File: config.mk
export PLATFORM = sky130hd
export DESIGN_NAME = utf8_stream_decoder_unit
export DESIGN_NICKNAME = d
export VERILOG_FILES = /design/src/rtl/utf8d_pkg.sv /design/src/rtl/utf8d_front.sv /design/src/rtl/utf8d_queue.sv /design/src/rtl/utf8d_back.sv /design/src/rtl/utf8_stream_decoder_unit.sv
export VERILOG_INCLUDE_DIRS = /design/src /design/src/rtl
export SDC_FILE = /design/constraint.sdc
export NUM_CORES = 1
export LEC_CHECK = 0
export BUFFER_PORTS_ARGS = -buffer_cell sky130_fd_sc_hd__buf_2
export CAP_MARGIN = 20
export CORE_ASPECT_RATIO = 1.4
export CORE_MARGIN = 3
export CORE_UTILIZATION = 60
export DETAILED_ROUTE_END_ITERATION = 8
export GPL_ROUTABILITY_DRIVEN = 0
export GPL_TIMING_DRIVEN = 1
export PLACE_DENSITY = 0.77
export REMOVE_ABC_BUFFERS = 1
export SYNTH_ARGS = -nofsm -noshare
export SYNTH_HDL_FRONTEND = slang
export SYNTH_SLANG_ARGS = --single-unit
File: constraint.sdc
create_clock -name clk_i -period 4.8 [get_ports clk_i]
set_input_delay 0.96 -clock clk_i [delete_from_list [all_inputs] [get_ports clk_i]]
set_output_delay 0.96 -clock clk_i [all_outputs]
set_load 0.02 [all_outputs]
File: src/rtl/utf8_stream_decoder_unit_assert.svh
// Assertion macros shared by the UTF-8 stream decoder modules.
// Expects clk_i and rst_ni in the scope of each use.
// Define ASSERT_OFF to compile all checks away.
`ifndef UTF8_STREAM_DECODER_UNIT_ASSERT_SVH
`define UTF8_STREAM_DECODER_UNIT_ASSERT_SVH

`ifndef ASSERT_OFF
// Property must hold at every clock edge outside reset.
`define UTF8D_ASSERT(lbl, prop) \
  lbl: assert property (@(posedge clk_i) disable iff (!rst_ni) (prop)) \
    else $error("utf8d check failed");
// Consequent must hold in the cycle after the antecedent.
`define UTF8D_ASSERT_NEXT(lbl, ante, cons) \
  lbl: assert property (@(posedge clk_i) disable iff (!rst_ni) (ante) |=> (cons)) \
    else $error("utf8d check failed");
`else
`define UTF8D_ASSERT(lbl, prop)
`define UTF8D_ASSERT_NEXT(lbl, ante, cons)
`endif

`endif

File: src/rtl/utf8d_pkg.sv
// Shared types and constants of the UTF-8 stream decoder.
// No dependencies; imported by every decoder module.
package utf8d_pkg;

  localparam int unsigned CpW = 21;
  localparam int unsigned QueueDepthDefault = 4;

  localparam logic [CpW-1:0] ReplReset = 21'h002592;
  localparam logic [CpW-1:0] Min2Byte  = 21'h000080;
  localparam logic [CpW-1:0] Min3Byte  = 21'h000800;
  localparam logic [CpW-1:0] Min4Byte  = 21'h010000;
  localparam logic [CpW-1:0] MaxCode   = 21'h10FFFF;

  // Work passed from the decode front to the output back.
  typedef enum logic [1:0] {
    CMD_VALUE,       // emit value as a decoded code point
    CMD_REPL,        // emit the replacement code
    CMD_REPL_ASCII   // emit the replacement code, then value as ASCII
  } cmd_e;

  typedef struct packed {
    cmd_e           kind;
    logic [CpW-1:0] value;
  } q_entry_t;

endpackage

File: src/rtl/utf8d_front.sv
// Decode front: accepts bytes, tracks the multibyte sequence state and
// queues output commands. Depends on utf8d_pkg and the assertion header.
`include "utf8_stream_decoder_unit_assert.svh"

module utf8d_front import utf8d_pkg::*; (
  input  logic     clk_i,
  input  logic     rst_ni,
  input  logic     in_valid_i,
  output logic     in_ready_o,
  input  logic [7:0] in_byte_i,
  input  logic     q_full_i,
  output logic     q_push_o,
  output q_entry_t q_entry_o
);

  logic           in_seq_q, in_seq_d;
  logic [2:0]     total_q, total_d;
  logic [2:0]     seen_q, seen_d;
  logic [CpW-1:0] partial_q, partial_d;

  logic           accept;
  logic [CpW-1:0] shifted;
  logic [2:0]     seen_inc;
  logic           bad;

  assign in_ready_o = !q_full_i;
  assign accept     = in_valid_i && in_ready_o;
  assign shifted    = {partial_q[CpW-7:0], in_byte_i[5:0]};
  assign seen_inc   = seen_q + 3'd1;

  always_comb begin
    bad = ((total_q == 3'd2) && (shifted < Min2Byte)) ||
          ((total_q == 3'd3) && (shifted < Min3Byte)) ||
          ((total_q == 3'd4) && ((shifted < Min4Byte) || (shifted > MaxCode)));
  end

  always_comb begin
    in_seq_d  = in_seq_q;
    total_d   = total_q;
    seen_d    = seen_q;
    partial_d = partial_q;
    q_push_o  = 1'b0;
    q_entry_o = '{kind: CMD_VALUE, value: {{(CpW-8){1'b0}}, in_byte_i}};
    if (accept) begin
      if (!in_byte_i[7]) begin
        q_push_o = 1'b1;
        if (in_seq_q) begin
          q_entry_o.kind = CMD_REPL_ASCII;
          in_seq_d  = 1'b0;
          total_d   = 3'd0;
          seen_d    = 3'd0;
          partial_d = '0;
        end
      end else if (in_byte_i[7:6] == 2'b10) begin
        if (!in_seq_q) begin
          q_push_o       = 1'b1;
          q_entry_o.kind = CMD_REPL;
        end else if (seen_inc == total_q) begin
          // Sequence complete: range check, then back to idle.
          q_push_o        = 1'b1;
          q_entry_o.kind  = bad ? CMD_REPL : CMD_VALUE;
          q_entry_o.value = shifted;
          in_seq_d  = 1'b0;
          total_d   = 3'd0;
          seen_d    = 3'd0;
          partial_d = '0;
        end else begin
          partial_d = shifted;
          seen_d    = seen_inc;
        end
      end else if (in_byte_i[7:5] == 3'b110) begin
        in_seq_d  = 1'b1;
        total_d   = 3'd2;
        seen_d    = 3'd1;
        partial_d = {{(CpW-5){1'b0}}, in_byte_i[4:0]};
      end else if (in_byte_i[7:4] == 4'b1110) begin
        in_seq_d  = 1'b1;
        total_d   = 3'd3;
        seen_d    = 3'd1;
        partial_d = {{(CpW-4){1'b0}}, in_byte_i[3:0]};
      end else if (in_byte_i[7:3] == 5'b11110) begin
        in_seq_d  = 1'b1;
        total_d   = 3'd4;
        seen_d    = 3'd1;
        partial_d = {{(CpW-3){1'b0}}, in_byte_i[2:0]};
      end else begin
        q_push_o       = 1'b1;
        q_entry_o.kind = CMD_REPL;
        in_seq_d  = 1'b0;
        total_d   = 3'd0;
        seen_d    = 3'd0;
        partial_d = '0;
      end
    end
  end

  always_ff @(posedge clk_i or negedge rst_ni) begin
    if (!rst_ni) begin
      in_seq_q  <= 1'b0;
      total_q   <= 3'd0;
      seen_q    <= 3'd0;
      partial_q <= '0;
    end else begin
      in_seq_q  <= in_seq_d;
      total_q   <= total_d;
      seen_q    <= seen_d;
      partial_q <= partial_d;
    end
  end

  // Inside a sequence the byte count stays between the lead and the last byte.
  `UTF8D_ASSERT(a_seq_count_ok, !in_seq_q || ((seen_q >= 3'd1) && (seen_q < total_q) && (total_q >= 3'd2) && (total_q <= 3'd4)))

endmodule

File: src/rtl/utf8d_queue.sv
// Small command queue between the decode front and the output back.
// Depends on utf8d_pkg and the assertion header.
`include "utf8_stream_decoder_unit_assert.svh"

module utf8d_queue import utf8d_pkg::*; #(
  parameter int unsigned QDepth = QueueDepthDefault
) (
  input  logic     clk_i,
  input  logic     rst_ni,
  input  logic     push_i,
  input  q_entry_t push_entry_i,
  input  logic     pop_i,
  output q_entry_t head_o,
  output logic     full_o,
  output logic     empty_o
);

  localparam int unsigned PtrW = (QDepth > 1) ? $clog2(QDepth) : 1;
  localparam int unsigned CntW = $clog2(QDepth + 1);

  q_entry_t        slots_q [QDepth];
  logic [PtrW-1:0] wr_ptr_q, rd_ptr_q;
  logic [CntW-1:0] count_q;

  assign full_o  = (count_q == CntW'(QDepth));
  assign empty_o = (count_q == '0);
  assign head_o  = slots_q[rd_ptr_q];

  function automatic logic [PtrW-1:0] ptr_next(input logic [PtrW-1:0] p);
    ptr_next = (p == PtrW'(QDepth - 1)) ? '0 : p + PtrW'(1);
  endfunction

  always_ff @(posedge clk_i) begin
    if (push_i) begin
      slots_q[wr_ptr_q] <= push_entry_i;
    end
  end

  always_ff @(posedge clk_i or negedge rst_ni) begin
    if (!rst_ni) begin
      wr_ptr_q <= '0;
      rd_ptr_q <= '0;
      count_q  <= '0;
    end else begin
      if (push_i) begin
        wr_ptr_q <= ptr_next(wr_ptr_q);
      end
      if (pop_i) begin
        rd_ptr_q <= ptr_next(rd_ptr_q);
      end
      if (push_i && !pop_i) begin
        count_q <= count_q + CntW'(1);
      end else if (pop_i && !push_i) begin
        count_q <= count_q - CntW'(1);
      end
    end
  end

  `UTF8D_ASSERT(a_no_push_full, !(push_i && full_o))
  `UTF8D_ASSERT(a_no_pop_empty, !(pop_i && empty_o))

endmodule

File: src/rtl/utf8d_back.sv
// Output back: expands queued commands into result transfers and holds
// the replacement code register. Depends on utf8d_pkg and the assertion header.
`include "utf8_stream_decoder_unit_assert.svh"

module utf8d_back import utf8d_pkg::*; (
  input  logic           clk_i,
  input  logic           rst_ni,
  input  logic           cfg_we_i,
  input  logic [CpW-1:0] cfg_wdata_i,
  input  q_entry_t       head_i,
  input  logic           empty_i,
  output logic           pop_o,
  output logic           out_valid_o,
  input  logic           out_ready_i,
  output logic [CpW-1:0] code_point_o,
  output logic           replaced_o,
  output logic           last_of_run_o
);

  typedef enum logic {
    PH_FIRST,
    PH_SECOND
  } phase_e;

  phase_e         phase_q, phase_d;
  logic           out_valid_q, out_valid_d;
  logic [CpW-1:0] cp_q, cp_d;
  logic           repl_flag_q, repl_flag_d;
  logic           last_q, last_d;
  logic [CpW-1:0] repl_code_q;
  logic           load;

  assign load = !out_valid_q || out_ready_i;

  always_comb begin
    phase_d     = phase_q;
    out_valid_d = out_valid_q && !out_ready_i;
    cp_d        = cp_q;
    repl_flag_d = repl_flag_q;
    last_d      = last_q;
    pop_o       = 1'b0;
    if (load && !empty_i) begin
      out_valid_d = 1'b1;
      case (head_i.kind)
        CMD_REPL: begin
          cp_d        = repl_code_q;
          repl_flag_d = 1'b1;
          last_d      = 1'b1;
          pop_o       = 1'b1;
        end
        CMD_REPL_ASCII: begin
          if (phase_q == PH_FIRST) begin
            cp_d        = repl_code_q;
            repl_flag_d = 1'b1;
            last_d      = 1'b0;
            phase_d     = PH_SECOND;
          end else begin
            cp_d        = head_i.value;
            repl_flag_d = 1'b0;
            last_d      = 1'b1;
            phase_d     = PH_FIRST;
            pop_o       = 1'b1;
          end
        end
        default: begin
          cp_d        = head_i.value;
          repl_flag_d = 1'b0;
          last_d      = 1'b1;
          pop_o       = 1'b1;
        end
      endcase
    end
  end

  always_ff @(posedge clk_i or negedge rst_ni) begin
    if (!rst_ni) begin
      phase_q     <= PH_FIRST;
      out_valid_q <= 1'b0;
      cp_q        <= '0;
      repl_flag_q <= 1'b0;
      last_q      <= 1'b0;
      repl_code_q <= ReplReset;
    end else begin
      phase_q     <= phase_d;
      out_valid_q <= out_valid_d;
      cp_q        <= cp_d;
      repl_flag_q <= repl_flag_d;
      last_q      <= last_d;
      if (cfg_we_i) begin
        repl_code_q <= cfg_wdata_i;
      end
    end
  end

  assign out_valid_o   = out_valid_q;
  assign code_point_o  = cp_q;
  assign replaced_o    = repl_flag_q;
  assign last_of_run_o = last_q;

  // The second half of a split command keeps its entry at the queue head.
  `UTF8D_ASSERT(a_phase_has_entry, (phase_q == PH_FIRST) || !empty_i)
  `UTF8D_ASSERT_NEXT(a_first_half_not_last, load && !empty_i && (head_i.kind == CMD_REPL_ASCII) && (phase_q == PH_FIRST), out_valid_q && !last_q && repl_flag_q)

endmodule

File: src/rtl/utf8_stream_decoder_unit.sv
// Top level of the UTF-8 stream decoder.
// Depends on utf8d_pkg, utf8d_front, utf8d_queue and utf8d_back.

// The decoder takes one byte per transfer on the input channel and gives
// decoded code points on the output channel, one result per transfer. The
// input accepts a byte in every cycle while the command queue has room; the
// output gives one result in every cycle while the consumer is ready. Most
// bytes cause zero or one result. An ASCII byte that breaks off an open
// sequence causes two results (the replacement code, then the ASCII byte),
// and these occupy the output register one after the other, so the
// sustained input rate equals the output rate, one byte per cycle, except
// for those bytes, which each cost an extra output transfer. The front
// decode stage updates the sequence state and pushes a command into a queue
// of QueueDepth entries; the back stage turns each command into results in
// its output register once the command has passed through the queue. When
// the queue is full the input stalls; lead bytes and middle continuation
// bytes need no queue room in principle, but are held as well. The
// replacement code register is written through cfg_we_i and cfg_wdata_i and
// resets to U+2592; the user must write it only while the decoder is idle,
// which the block itself does not enforce.

module utf8_stream_decoder_unit import utf8d_pkg::*; #(
  parameter int unsigned QueueDepth = QueueDepthDefault
) (
  input  logic           clk_i,
  input  logic           rst_ni,
  input  logic           cfg_we_i,
  input  logic [CpW-1:0] cfg_wdata_i,
  input  logic           in_valid_i,
  output logic           in_ready_o,
  input  logic [7:0]     in_byte_i,
  output logic           out_valid_o,
  input  logic           out_ready_i,
  output logic [CpW-1:0] code_point_o,
  output logic           replaced_o,
  output logic           last_of_run_o
);

  // Command queue plumbing between front and back.
  logic     q_push;
  q_entry_t q_push_entry;
  logic     q_pop;
  q_entry_t q_head;
  logic     q_full;
  logic     q_empty;

  // Front: classify each byte and advance the sequence state.
  utf8d_front u_front (
    .clk_i      (clk_i),
    .rst_ni     (rst_ni),
    .in_valid_i (in_valid_i),
    .in_ready_o (in_ready_o),
    .in_byte_i  (in_byte_i),
    .q_full_i   (q_full),
    .q_push_o   (q_push),
    .q_entry_o  (q_push_entry)
  );

  // Queue: lets the input keep flowing while results wait downstream.
  utf8d_queue #(
    .QDepth (QueueDepth)
  ) u_queue (
    .clk_i        (clk_i),
    .rst_ni       (rst_ni),
    .push_i       (q_push),
    .push_entry_i (q_push_entry),
    .pop_i        (q_pop),
    .head_o       (q_head),
    .full_o       (q_full),
    .empty_o      (q_empty)
  );

  // Back: expand commands into result transfers.
  utf8d_back u_back (
    .clk_i         (clk_i),
    .rst_ni        (rst_ni),
    .cfg_we_i      (cfg_we_i),
    .cfg_wdata_i   (cfg_wdata_i),
    .head_i        (q_head),
    .empty_i       (q_empty),
    .pop_o         (q_pop),
    .out_valid_o   (out_valid_o),
    .out_ready_i   (out_ready_i),
    .code_point_o  (code_point_o),
    .replaced_o    (replaced_o),
    .last_of_run_o (last_of_run_o)
  );

endmodule
# Yosys cells after proc, flatten, opt, wreduce, memory -nomap -nowiden
# Memory sizes are Yosys's and may differ from the RTL's.
# Index checks and enable logic that the tools add are counted.
[totals]
ff_bits = 75
latchBits = 0
ramBits = 92
rom_bits = 0
word_cells = 127
n_memories = 1
[memory_table]
columns = ["memory", "words", "width", "rd", "rd_ports_with_merged_regs", "write_ports", "line", "text"]
rows = [
  ["u_queue.slots_q", 4, 23, 1, 0, 1, "utf8d_queue.sv:21", "q_entry_t slots_q [QDepth];"],
]
[classes]
addsub = 5
n_mul = 0
n_div = 0
magnitude_cmp = 4
n_eq_ne = 15
shifts = 0
muxes = 65
bitwise_logic = 0
reduce_logical = 24
[op_table]
columns = ["cell", "n"]
rows = [
  ["two-way mux 15 bit", 6],
  ["two-way mux 21 bit", 4],
  ["two-way mux 3 bit", 17],
  ["one-hot mux 21 bit (2 select lines)", 1],
  ["two-way mux 1 bit", 25],
  ["two-way mux 23 bit", 1],
  ["two-way mux 22 bit", 1],
  ["> comparator 21 bit (second input constant)", 1],
  ["less-than comparator 21 x 12 -> 1 bit (second input constant)", 1],
  ["less-than comparator 21 x 17 -> 1 bit (second input constant)", 1],
  ["less-than comparator 21 x 8 -> 1 bit (second input constant)", 1],
  ["two-way mux 2 bit", 8],
  ["== test 3 bit (second input constant)", 3],
  ["== test 2 bit (second input constant)", 4],
  ["logical AND 1 bit", 8],
  ["adder 3 x 1 -> 3 bit (second input constant)", 2],
  ["== test 3 x 2 -> 1 bit (second input constant)", 2],
  ["zero test 1 bit", 6],
  ["== test 5 bit (second input constant)", 1],
  ["adder 2 x 1 -> 2 bit (second input constant)", 2],
  ["== test 4 bit (second input constant)", 1],
  ["logical OR 1 bit", 4],
  ["two-way mux 4 bit", 1],
  ["AND reduction 4 bit", 1],
  ["other kinds (10)", 11],
]

# Depth between registers and ports, before layout
# Gate-level depths: netlist of run 1.
[logic_depth]
word_depth = 11
depth_mapped = 14

# Hierarchy
# From an unflattened synthesis of run 1, not the netlist that was laid out.
[hier_totals]
cells_unflattened = 485
hier_area_um2 = 7315.8
[modules_own_cells]
columns = ["mod", "n_inst", "cells_per_inst", "area_each_um2", "seq_area_each_um2"]
rows = [
  ["utf8d_queue", 1, 158, 3778.6, 2937.8],
  ["utf8d_back", 1, 208, 2285.9, 1158.6],
  ["utf8d_front", 1, 119, 1251.2, 550.5],
]

# Worst setup path before layout of run 1
# No wires, ideal clock.
[synth_timing]
kind = "input port to flip-flop"
from = "input port in_byte_i[7]"
to = "register u_queue.count_q[2]"
setup_time_ns = 0.079
t_arrival_ns = 3.026
required_ns = 4.721
slack_ns = 1.695
stages = 11
path_buffers = 2
path_cell_list = "clkbuf_1 nor2b_1 nor4b_4 o21ba_2 buf_6 ha_1 inv_1 fa_1 xor2_1 nor2_1 xor2_1"
[synth_via]
elab_chain_len = 10
elab_cells_between_ends = 15
classes_between = "eq/ne: 4; mux: 7; reduce/logical: 4"
[synth_rtl]
columns = ["item", "line", "text"]
rows = [
  ["start: declaration", "utf8_stream_decoder_unit.sv:31", "input logic [7:0] in_byte_i,"],
  ["== test 5 bit", "utf8d_front.sv:81", "end else if (in_byte_i[7:3] == 5'b11110) begin"],
  ["two-way mux 1 bit", "utf8d_front.sv:81", ""],
  ["two-way mux 1 bit", "utf8d_front.sv:76", "end else if (in_byte_i[7:4] == 4'b1110) begin"],
  ["two-way mux 1 bit", "utf8d_front.sv:71", "end else if (in_byte_i[7:5] == 3'b110) begin"],
  ["two-way mux 1 bit", "utf8d_front.sv:54", "end else if (in_byte_i[7:6] == 2'b10) begin"],
  ["two-way mux 1 bit *", "utf8d_front.sv:45", "if (!in_byte_i[7]) begin"],
  ["two-way mux 1 bit *", "utf8d_front.sv:44", "if (accept) begin"],
  ["net q_push", "utf8_stream_decoder_unit.sv:40", "logic q_push;"],
  ["zero test 1 bit", "utf8d_queue.sv:53", "end else if (pop_i && !push_i) begin"],
  ["logical AND 1 bit", "utf8d_queue.sv:53", ""],
  ["nonzero test 2 bit (no source line)", "--", ""],
  ["end signal: assignment", "utf8d_queue.sv:52", "count_q <= count_q + CntW'(1);"],
  ["end signal: assignment", "utf8d_queue.sv:54", "count_q <= count_q - CntW'(1);"],
  ["end: declaration", "utf8d_queue.sv:23", "logic [CntW-1:0] count_q;"],
]
# Mark *: on every way through the listed nets, which the timed path passes. The rest lies on a longest branch.
# A chain may end at the register's enable or synchronous reset.

# Worst setup path in the final report of run 1
[layout_timing]
from = "register u_queue.count_q[1]"
to = "register u_queue.count_q[2]"
[layout_via]
elab_chain_len = 7
elab_cells_between_ends = 17
classes_between = "add/sub: 2; eq/ne: 1; mux: 4; reduce/logical: 10"
[layout_rtl]
columns = ["item", "line"]
rows = [
  ["== test 3 bit or zero test 3 bit (tied branches)", "utf8d_queue.sv:25, utf8d_queue.sv:26"],
  ["zero test 1 bit, on equally long branches", "utf8d_front.sv:26, utf8d_back.sv:42"],
  ["logical AND 1 bit, on equally long branches", "utf8d_front.sv:27, utf8d_back.sv:42"],
  ["two-way mux 1 bit, on equally long branches", "utf8d_front.sv:44, utf8d_back.sv:42"],
  ["zero test 1 bit, on equally long branches", "utf8d_queue.sv:53, utf8d_queue.sv:51"],
  ["logical AND 1 bit, on equally long branches", "utf8d_queue.sv:53, utf8d_queue.sv:51"],
  ["nonzero test 2 bit (no source line) or two-way mux 3 bit (tied branches)", "--"],
]
# Several ways; a longest one is shown, not always the timed one. The select of a mux whose other input is x is not followed.

==> results.yml, run 1 <==
placed_design:
  io_buffers: 58
  place_hpwl_um: 7984
  dp_cells: 588
  post-place-ws_ns: 1.323
grt:
  met2_usage_pct: 33.15
  gr-usage-met3_pct: 5.119
  grt_max_degree: 76
  grt_use_met1_pct: 27.65
  grt_antenna_before_repair: 0
  grt_pass1_wl_um: 19820
  groute.usage.overall_pct: 20.68
  grt-ovfl-total: 0
  grt.busiest_layer: "met2"
  grt_pass1_vias: 3826
detailed_routing:
  first_pass_iters: 5
  ant_nets: 0
  drt-initial-drc-count: 174
  vias_per_cell: 5.990
  vias: 3714
  drc_errors: 0
  wire_per_inst_um: 19.71
  wirelength_um: 12220
floorplanning:
  core-area_sq_um: 10980
  io_pins: 59
  placementRows: 45
  die_area_sq_um: 12760
  die_w_um: 96.33
  die_y_um: 132.5
  initial_core_util_pct: 62.43
clock_tree:
  cts-htree-levels: 4
  clock_path_buffers: 2
  clock_sinks: 167
  path_clk_slew_ns: 0.06
  cts_hold_buf: 0
  cts_made_buffers: 17
  cts_root_buf: "clkbuf_16"
  cts_resized: 0
  clk_latency_ns: 0.41
  cts_tree: "yes"
  postCtsSetupBuffers: 0
yosys:
  ys_ff_latch: 167
  ys_seq_area_share_pct: 67.80
  yosys_warnings: 0
  synth_cell_type_count: 47
  yosysMostFrequentCell: "edfxtp_1"
  ys_top_cells_by_count: "edfxtp_1 (92), dfrtp_1 (69), mux2_2 (24), nor2b_1 (24), mux4_2 (23)"
  synth_area_per_cell_sq_um: 16.80
  yosys.area.top_type_share_pct: 40.31
  netlist_area_sq_um: 6854
  synth_area_leaders: "edfxtp_1 (40%), dfrtp_1 (25%), mux4_2 (7.6%)"
  synthArstFlopShare_pct: 44.91
  synth_flop_cell: "edfxtp_1"
  synth_area_leader_cell: "edfxtp_1"
  synth-edff-count: 92
  postSynthCellCount: 408
sta:
  maxSlewHeadroom_pct: 37.31
  min_period_ns: 3.083
  hold_viol_final: 0
  fin_skew_ns: 0.01125
  tightest_slew_ns: 0.9403
  fmax_mhz: 324.3
  layout_setup_ws_ns: 1.717
  finalSetupTns_ns: 0
  grt_setup_unrepaired: "false"
  maxSlewViolCount: 0
  fin_hold_ws_ns: 0.4788
  fin_crit_sh_pct: 64.24
  setup_violations: 0
final_layout:
  final_nets: 510
  layout-drive-gt1-share_pct: 32.36
  fin_util_pct: 71.17
  fillCellCount: 710
  area_delta_synth_final_pct: 14.00
  antenna_cells: 0
  fin_cells: 620
pwr:
  ir_drop_mv: 0.3136
  powerDensity_nw_per_um2: 607.2
  leakage_nw: 3.095
outcome:
  status: "finished clean"
setup_path:
  crit_type: "register to register"
  critical_path.endpoint_type: "register"
  critical_path_arrival_ns: 3.42
  cp_max_fo: 25
  worstPathRequired_ns: 5.13
  setup.worst_path.start: "u_queue.count_q[1]"
  startpoint_type: "register"
  r2r_start: "u_queue.count_q[1]"
  r2r_cells: 10
  crit_path_end: "u_queue.count_q[2]"
  reg2reg_slack_ns: 1.72
  reg2reg_to: "u_queue.count_q[2]"
min_path:
  hp-start: "u_back.replaced_o"
  hp-class: "register to register"
run:
  maxCapViolCount: 0
[worst min-delay path by stage]
stage	cells past startpoint	end
2_1_floorplan	1	u_queue.count_q[2]
3_3_place_gp	1	u_back.replaced_o
3_5_place_dp	1	u_back.replaced_o
4_1_cts	1	u_back.replaced_o
5_1_grt	1	u_back.replaced_o
6_report	1	u_back.replaced_o
[power breakdown]
| group | switching, mW | total (mW) | internal, mW |
|---|---|---|---|
| sequential | 0.187 | 2.03 | 1.84 |
| clock | 0.505 | 1.28 | 0.773 |
| combinational | 0.762 | 1.44 | 0.673 |
[worst max-delay path, cell delays in order, from the launching register on]
cell	delay (ns)
dfrtp_1	0.41
or3_1	0.44
nand2_1	0.70
nor2_1	0.24
inv_1	0.12
ha_1	0.18
inv_1	0.07
fa_1	0.38
xor2_1	0.17
nor2_1	0.12
xor2_1	0.16
[state kept, by name (all words and copies together), names as in the netlist]
register	cells
u_queue.slots_q	92
u_back.code_point_o	21
u_back.repl_code_q	21
u_front.partial_q	15
u_front.seen_q	3
u_front.total_q	3
u_queue.count_q	3
u_queue.rd_ptr_q	2
u_queue.wr_ptr_q	2
u_back.last_of_run_o	1
u_back.out_valid_o	1
u_back.phase_q	1
u_back.replaced_o	1
u_front.in_seq_q	1
[placed cells by master, fill, tap and decap left out, types with 5 or more instances in the layout]
| master | count |
|---|---|
| nand2_1 | 9 |
| a22o_1 | 14 |
| nand3_1 | 7 |
| dfrtp_1 | 69 |
| nor2_1 | 11 |
| inv_1 | 9 |
| clkbuf_16 | 17 |
| ha_1 | 9 |
| nor2b_1 | 24 |
| mux2_2 | 24 |
| clkbuf_8 | 5 |
| and2_1 | 13 |
| buf_2 | 57 |
| a21o_1 | 6 |
| mux4_2 | 23 |
| a221o_1 | 22 |
| dfstp_2 | 6 |
| edfxtp_1 | 92 |
| nor4_1 | 5 |
[per-layer routing]
layer | vias up | wire [um]
met3 | 15 | 598
met5 | - | 0
li1 | 1691 | -
met2 | 116 | 6317
met4 | 0 | 164
met1 | 1892 | 5138
[cell families (layout without fill, tap and decap cells)]
family          after synthesis  after routing  synth area share, %
xor+xnor                      7              7                1.132
simple gates                 87             87                7.539
mux                          49             49                11.94
buf+inv                      31            102                2.044
flops                       167            167                67.80
fa+ha+maj                    10             10                1.935
compound gates               57             57                7.612
[metrics by stage]
step / total power, mW / instance area, sq um
final: 4.744 / 7814
after global routing: 5.009 / 7814
after CTS: 4.803 / 7814
after detailed placement: 3.505 / 7244
after global placement: 3.451 / 7244
after floorplan: 3.079 / 6748
[area by class of cell]
cell class	instances	area [sq um]	area share [%]
multi-input combinational	210	2072	26.52
sequential	167	4647	59.47
tap	141	176.4	2.258
inverter	9	33.78	0.4323
timing repair buffer	61	315.3	4.035
clock inverter	10	75.07	0.9608
clock buffer	22	494.2	6.325
(Power assumes the default switching activity.)
==> run 2: changes to the inputs <==
CORE_UTILIZATION = 53   (was 60)
PLACE_DENSITY = 0.72   (was 0.77)
clock period = 2.6 ns   (was 4.8 ns; I/O delays follow)
==> run 2 against run 1 <==
Effect of this change:
- wire length grew 3.6%
- hold slack got worse by 0.20 ns
- register-to-register slack worse by 1.6 ns
- sequential share of layout area shrank 2.3 points
- combinational power grew 110%
- critical path depth stayed put
- via count is 3.2% higher
- worst setup slack worse by 1.6 ns
- cell area increased by 4.0%
==> results.yml, run 2 (same netlist as run 1, synthesis figures left out) <==
sta:
  fin_skew_ns: 0.01425
  fmax_mhz: 395.9
  finalSetupTns_ns: 0
  maxSlewHeadroom_pct: 34.87
  fin_crit_sh_pct: 97.14
  maxSlewViolCount: 0
  fin_hold_ws_ns: 0.2753
  hold_viol_final: 0
  min_period_ns: 2.526
  setup_violations: 0
  tightest_slew_ns: 0.9770
floorplanning:
  die_y_um: 140.6
  io_pins: 59
  initial_core_util_pct: 54.87
  core-area_sq_um: 12490
  placementRows: 48
  die_area_sq_um: 14350
  die_w_um: 102.1
final_layout:
  final_nets: 530
  fin_cells: 649
  layout-drive-gt1-share_pct: 37.07
  area_delta_synth_final_pct: 18.55
  fillCellCount: 868
  fin_util_pct: 65.04
  final_common_cell: "edfxtp_1"
  final_cell_mix: "edfxtp_1 (92), dfrtp_1 (69), buf_2 (57), mux2_2 (24)"
  largest_register_ffs: 92
  antenna_cells: 0
  regMostFlops: "u_queue.slots_q"
clock_tree:
  cts_hold_buf: 0
  cts_root_buf: "clkbuf_16"
  clock_path_buffers: 2
  clock_sinks: 167
  path_clk_slew_ns: 0.07
  cts_tree: "yes"
  clk_latency_ns: 0.42
  cts_made_buffers: 17
  cts-htree-levels: 4
setup_path:
  critical_path_arrival_ns: 2.83
  critical_path.endpoint_type: "register"
  r2r_cells: 10
  cp_max_fo: 3
  worstPathRequired_ns: 2.91
  startpoint_type: "register"
  crit_type: "register to register"
detailed_routing:
  drt-initial-drc-count: 202
  first_pass_iters: 4
  wire_per_inst_um: 19.51
  wirelength_um: 12660
  vias_per_cell: 5.903
  drc_errors: 0
  ant_nets: 0
  vias: 3831
pwr:
  ir_drop_mv: 0.6488
  clkPwrFrac_pct: 27.2
  internal-power_mw: 6.416
  leakage_nw: 3.219
  powerDensity_nw_per_um2: 1139
  pwr-share-seq_pct: 40.1
  p_sw_share_pct: 30.67
  combPwrFrac_pct: 32.6
  netSwitchingPower_mw: 2.838
grt:
  grt_pass1_wl_um: 20640
  grt_pass1_vias: 3932
  grt_max_degree: 76
  groute.usage.overall_pct: 18.99
  grt_antenna_before_repair: 0
  grt-ovfl-total: 0
min_path:
  hp-class: "primary input to async pin"
placed_design:
  dp_cells: 614
  io_buffers: 58
  place_hpwl_um: 8227
outcome:
  status: "finished clean"
run:
  maxCapViolCount: 0
==> run 2: cell count changes in the layout (fill, tap and decap cells not counted), sizes merged <==
cell and delta:
buf +20, bufinv +2, clkbuf -4, clkinv -2, clkinvlp +1, inv +3
==> run 2: metrics by stage <==
| stage | worst slack, ns | cell area, sq um | total power, mW |
|---|---|---|---|
| global route | -0.01754 | 8125 | 9.794 |
| detailed placement | -0.04869 | 7433 | 6.675 |
| finish | 0.07440 | 8125 | 9.254 |
| floorplan | -1.103 | 6748 | 5.685 |
| global placement | 0.06995 | 7433 | 6.559 |
| CTS | 0.006031 | 8048 | 9.236 |
==> run 2: worst max-delay path: stages (launching register included) <==
cell     delay (ns)
dfrtp_1        0.39
buf_6          0.12
mux4_2         0.54
ha_4           0.19
nor2b_4        0.13
nor2_4         0.12
inv_2          0.05
ha_4           0.15
inv_2          0.05
fa_2           0.42
mux2_2         0.27
==> run 2: what timing repair did <==
item,in CTS,in global routing
setup buffers,0,3
resized for setup,3,11
pin swaps,0,5
endpoints found under the setup margin,1,2
endpoints found under the hold margin,0,0
==> run 2: per-layer routing <==
layer  global-route usage (%)  wire, um  vias up
li1                         -         -     1734
met4                    6.289       167        0
met1                    25.54      5466     1991
met2                    30.15      6468       92
met3                    5.082       560       14
met5                        0         0        -
==> run 2: worst paths after layout <==
| path | endpoint | slack [ns] | startpoint |
|---|---|---|---|
| min in group clk_i | u_back.repl_code_q[0] | 0.34 | cfg_wdata_i[0] |
| max in group asynchronous | u_back.code_point_o[1] | 1.71 | rst_ni |
| setup reg to reg | u_queue.count_q[1] | 0.07 | u_queue.rd_ptr_q[0] |
| hold reg to reg | u_back.replaced_o | 0.49 | u_back.replaced_o |
| hold / removal | u_front.partial_q[7] | 0.28 | rst_ni |
| setup / recovery | u_queue.count_q[1] | 0.07 | u_queue.rd_ptr_q[0] |
==> run 2: cell type report <==
class / instances / area [sq um] / share of cell area (%)
Multi-Input combinational cell: 210 / 2133 / 26.26
Clock buffer: 18 / 429.2 / 5.282
Inverter: 9 / 33.78 / 0.4158
Timing Repair Buffer: 81 / 519.2 / 6.391
Clock inverter: 14 / 175.2 / 2.156
Tap cell: 150 / 187.7 / 2.310
Sequential cell: 167 / 4647 / 57.19
==> run 2: power groups by stage <==
stage	logic [mW]	clock network, mW	registers, mW
finish	3.02	2.52	3.71
global route	3.33	2.69	3.78
CTS	2.95	2.57	3.71
detailed placement	2.92	0	3.76
global placement	2.84	0	3.71
floorplan	1.69	0	3.99
==> run 3: changes to the inputs <==
CORE_UTILIZATION = 56   (was 53)
CTS_BUF_LIST = sky130_fd_sc_hd__clkbuf_8   (was unset)
PLACE_DENSITY = 0.76   (was 0.72)
==> run 3 against run 2 <==
Effect of this change:
- register-to-register slack improved by 0.03 ns
- cell area fell by 2.1%
- first-iteration DRC count fell by 10%
- sequential power barely moved
- hold slack got worse by 0.061 ns
- maximum frequency rose by 1.3%
- critical path depth fell by 1
- sequential share of layout area rose by 1.2 points
- worst setup slack improved by 0.034 ns
- critical path type unchanged
- largest cell class unchanged
- largest power group unchanged
==> results.yml, run 3 (same netlist as run 1, synthesis figures left out) <==
clock_tree:
  cts_made_buffers: 17
  clock_path_buffers: 2
  path_clk_slew_ns: 0.09
  clk_latency_ns: 0.43
  clock_sinks: 167
  cts_tree: "yes"
  cts_root_buf: "clkbuf_8"
  cts_hold_buf: 0
  cts-htree-levels: 4
setup_path:
  worstPathRequired_ns: 2.92
  critical_path.endpoint_type: "register"
  cp_max_fo: 3
  startpoint_type: "register"
  critical_path_arrival_ns: 2.82
  crit_type: "register to register"
floorplanning:
  placementRows: 47
  initial_core_util_pct: 57.70
  core-area_sq_um: 11880
  io_pins: 59
  die_area_sq_um: 13620
  die_w_um: 99.50
  die_y_um: 136.9
final_layout:
  fin_cells: 647
  multi_input_area_sq_um: 2116
  final_nets: 531
  final_common_cell: "edfxtp_1"
  largest_register_ffs: 92
  regMostFlops: "u_queue.slots_q"
  layout-drive-gt1-share_pct: 36.60
  fillCellCount: 792
  final_cell_mix: "edfxtp_1 (92), dfrtp_1 (69), buf_2 (57), mux2_2 (24)"
  antenna_cells: 0
  fin_area_sq_um: 7956
  register_area_sq_um: 4647
  fin_util_pct: 66.98
  area_delta_synth_final_pct: 16.08
placed_design:
  post-place-ws_ns: -0.03349
  placed_area_sq_um: 7445
  place_hpwl_um: 8348
  dp_cells: 613
  io_buffers: 58
grt:
  groute.usage.overall_pct: 20.20
  grt_pass1_wl_um: 20730
  grt-ovfl-total: 0
  grt_antenna_before_repair: 0
  grt_pass1_vias: 3952
  grt_max_degree: 76
sta:
  fin_hold_ws_ns: 0.2144
  min_period_ns: 2.492
  hold_viol_final: 0
  fin_skew_ns: 0.01512
  fmax_mhz: 401.3
  maxSlewHeadroom_pct: 35.11
  maxSlewViolCount: 0
  grt_setup_unrepaired: "false"
  fin_crit_sh_pct: 95.85
  layout_setup_ws_ns: 0.1079
  tightest_slew_ns: 0.9734
  setup_violations: 0
  finalSetupTns_ns: 0
min_path:
  hp-class: "primary input to async pin"
detailed_routing:
  wirelength_um: 12840
  vias_per_cell: 5.954
  drt-initial-drc-count: 181
  first_pass_iters: 4
  drc_errors: 0
  wire_per_inst_um: 19.84
  vias: 3852
  ant_nets: 0
pwr:
  finalPower_mw: 8.760
  ir_drop_mv: 0.4835
  powerDensity_nw_per_um2: 1101
  leakage_nw: 3.166
run:
  maxCapViolCount: 0
outcome:
  status: "finished clean"
==> run 3: per-layer routing <==
| layer | global-route usage [%] | share of wire, % | routed length [um] | up-vias |
|---|---|---|---|---|
| met1 | 25.25 | 41 | 5289 | 1985 |
| li1 | - | - | - | 1731 |
| met5 | 0 | 0 | 0 | - |
| met3 | 5.558 | 5.5 | 702 | 10 |
| met4 | 7.821 | 1.3 | 164 | 0 |
| met2 | 33.67 | 52 | 6682 | 126 |
==> run 3: what timing repair did <==
item                       4_1_cts  5_1_grt
setup endpoints to repair        1        2
resized for setup                1        9
cloned                           0        0
pin swaps                        0        3
hold endpoints to repair         0        0
buffers inserted                 1        1
==> run 3: final timing paths <==
kind                                     start                      end  slack [ns]  depth (start not counted)
max                        u_queue.rd_ptr_q[0]       u_queue.count_q[1]        0.11                          9
min                                     rst_ni     u_front.partial_q[9]        0.21                          1
max reg2reg                u_queue.rd_ptr_q[0]       u_queue.count_q[1]        0.11                          9
min reg2reg                  u_back.replaced_o        u_back.replaced_o        0.49                          1
max in group asynchronous               rst_ni  u_back.code_point_o[13]        1.72                          1
min in group clk_i             cfg_wdata_i[17]   u_back.repl_code_q[17]        0.31                          2
==> run 3: cell type report <==
class	instances	share of cell area, %
Clock buffer	18	3.114
Clock inverter	14	2.579
Inverter	9	0.4246
Multi-Input combinational cell	210	26.59
Sequential cell	167	58.41
Tap cell	147	2.312
Timing Repair Buffer	82	6.573
==> run 3: where the power goes <==
part           leakage, nW  internal, mW  total [mW]  switching, mW
logic                 1.16          1.47        3.00           1.53
registers             1.78          3.39        3.71          0.317
clock network        0.229          1.16        2.05          0.891
total                 3.17          6.02        8.76           2.74
==> run 3: worst max-delay path: stages, from the launching register on <==
cell and delay (ns):
dfrtp_1 0.41, mux4_2 0.56, ha_4 0.18, nor2b_4 0.12
nor2_1 0.12, inv_1 0.09, ha_4 0.16, inv_1 0.06
fa_2 0.42, mux2_2 0.26
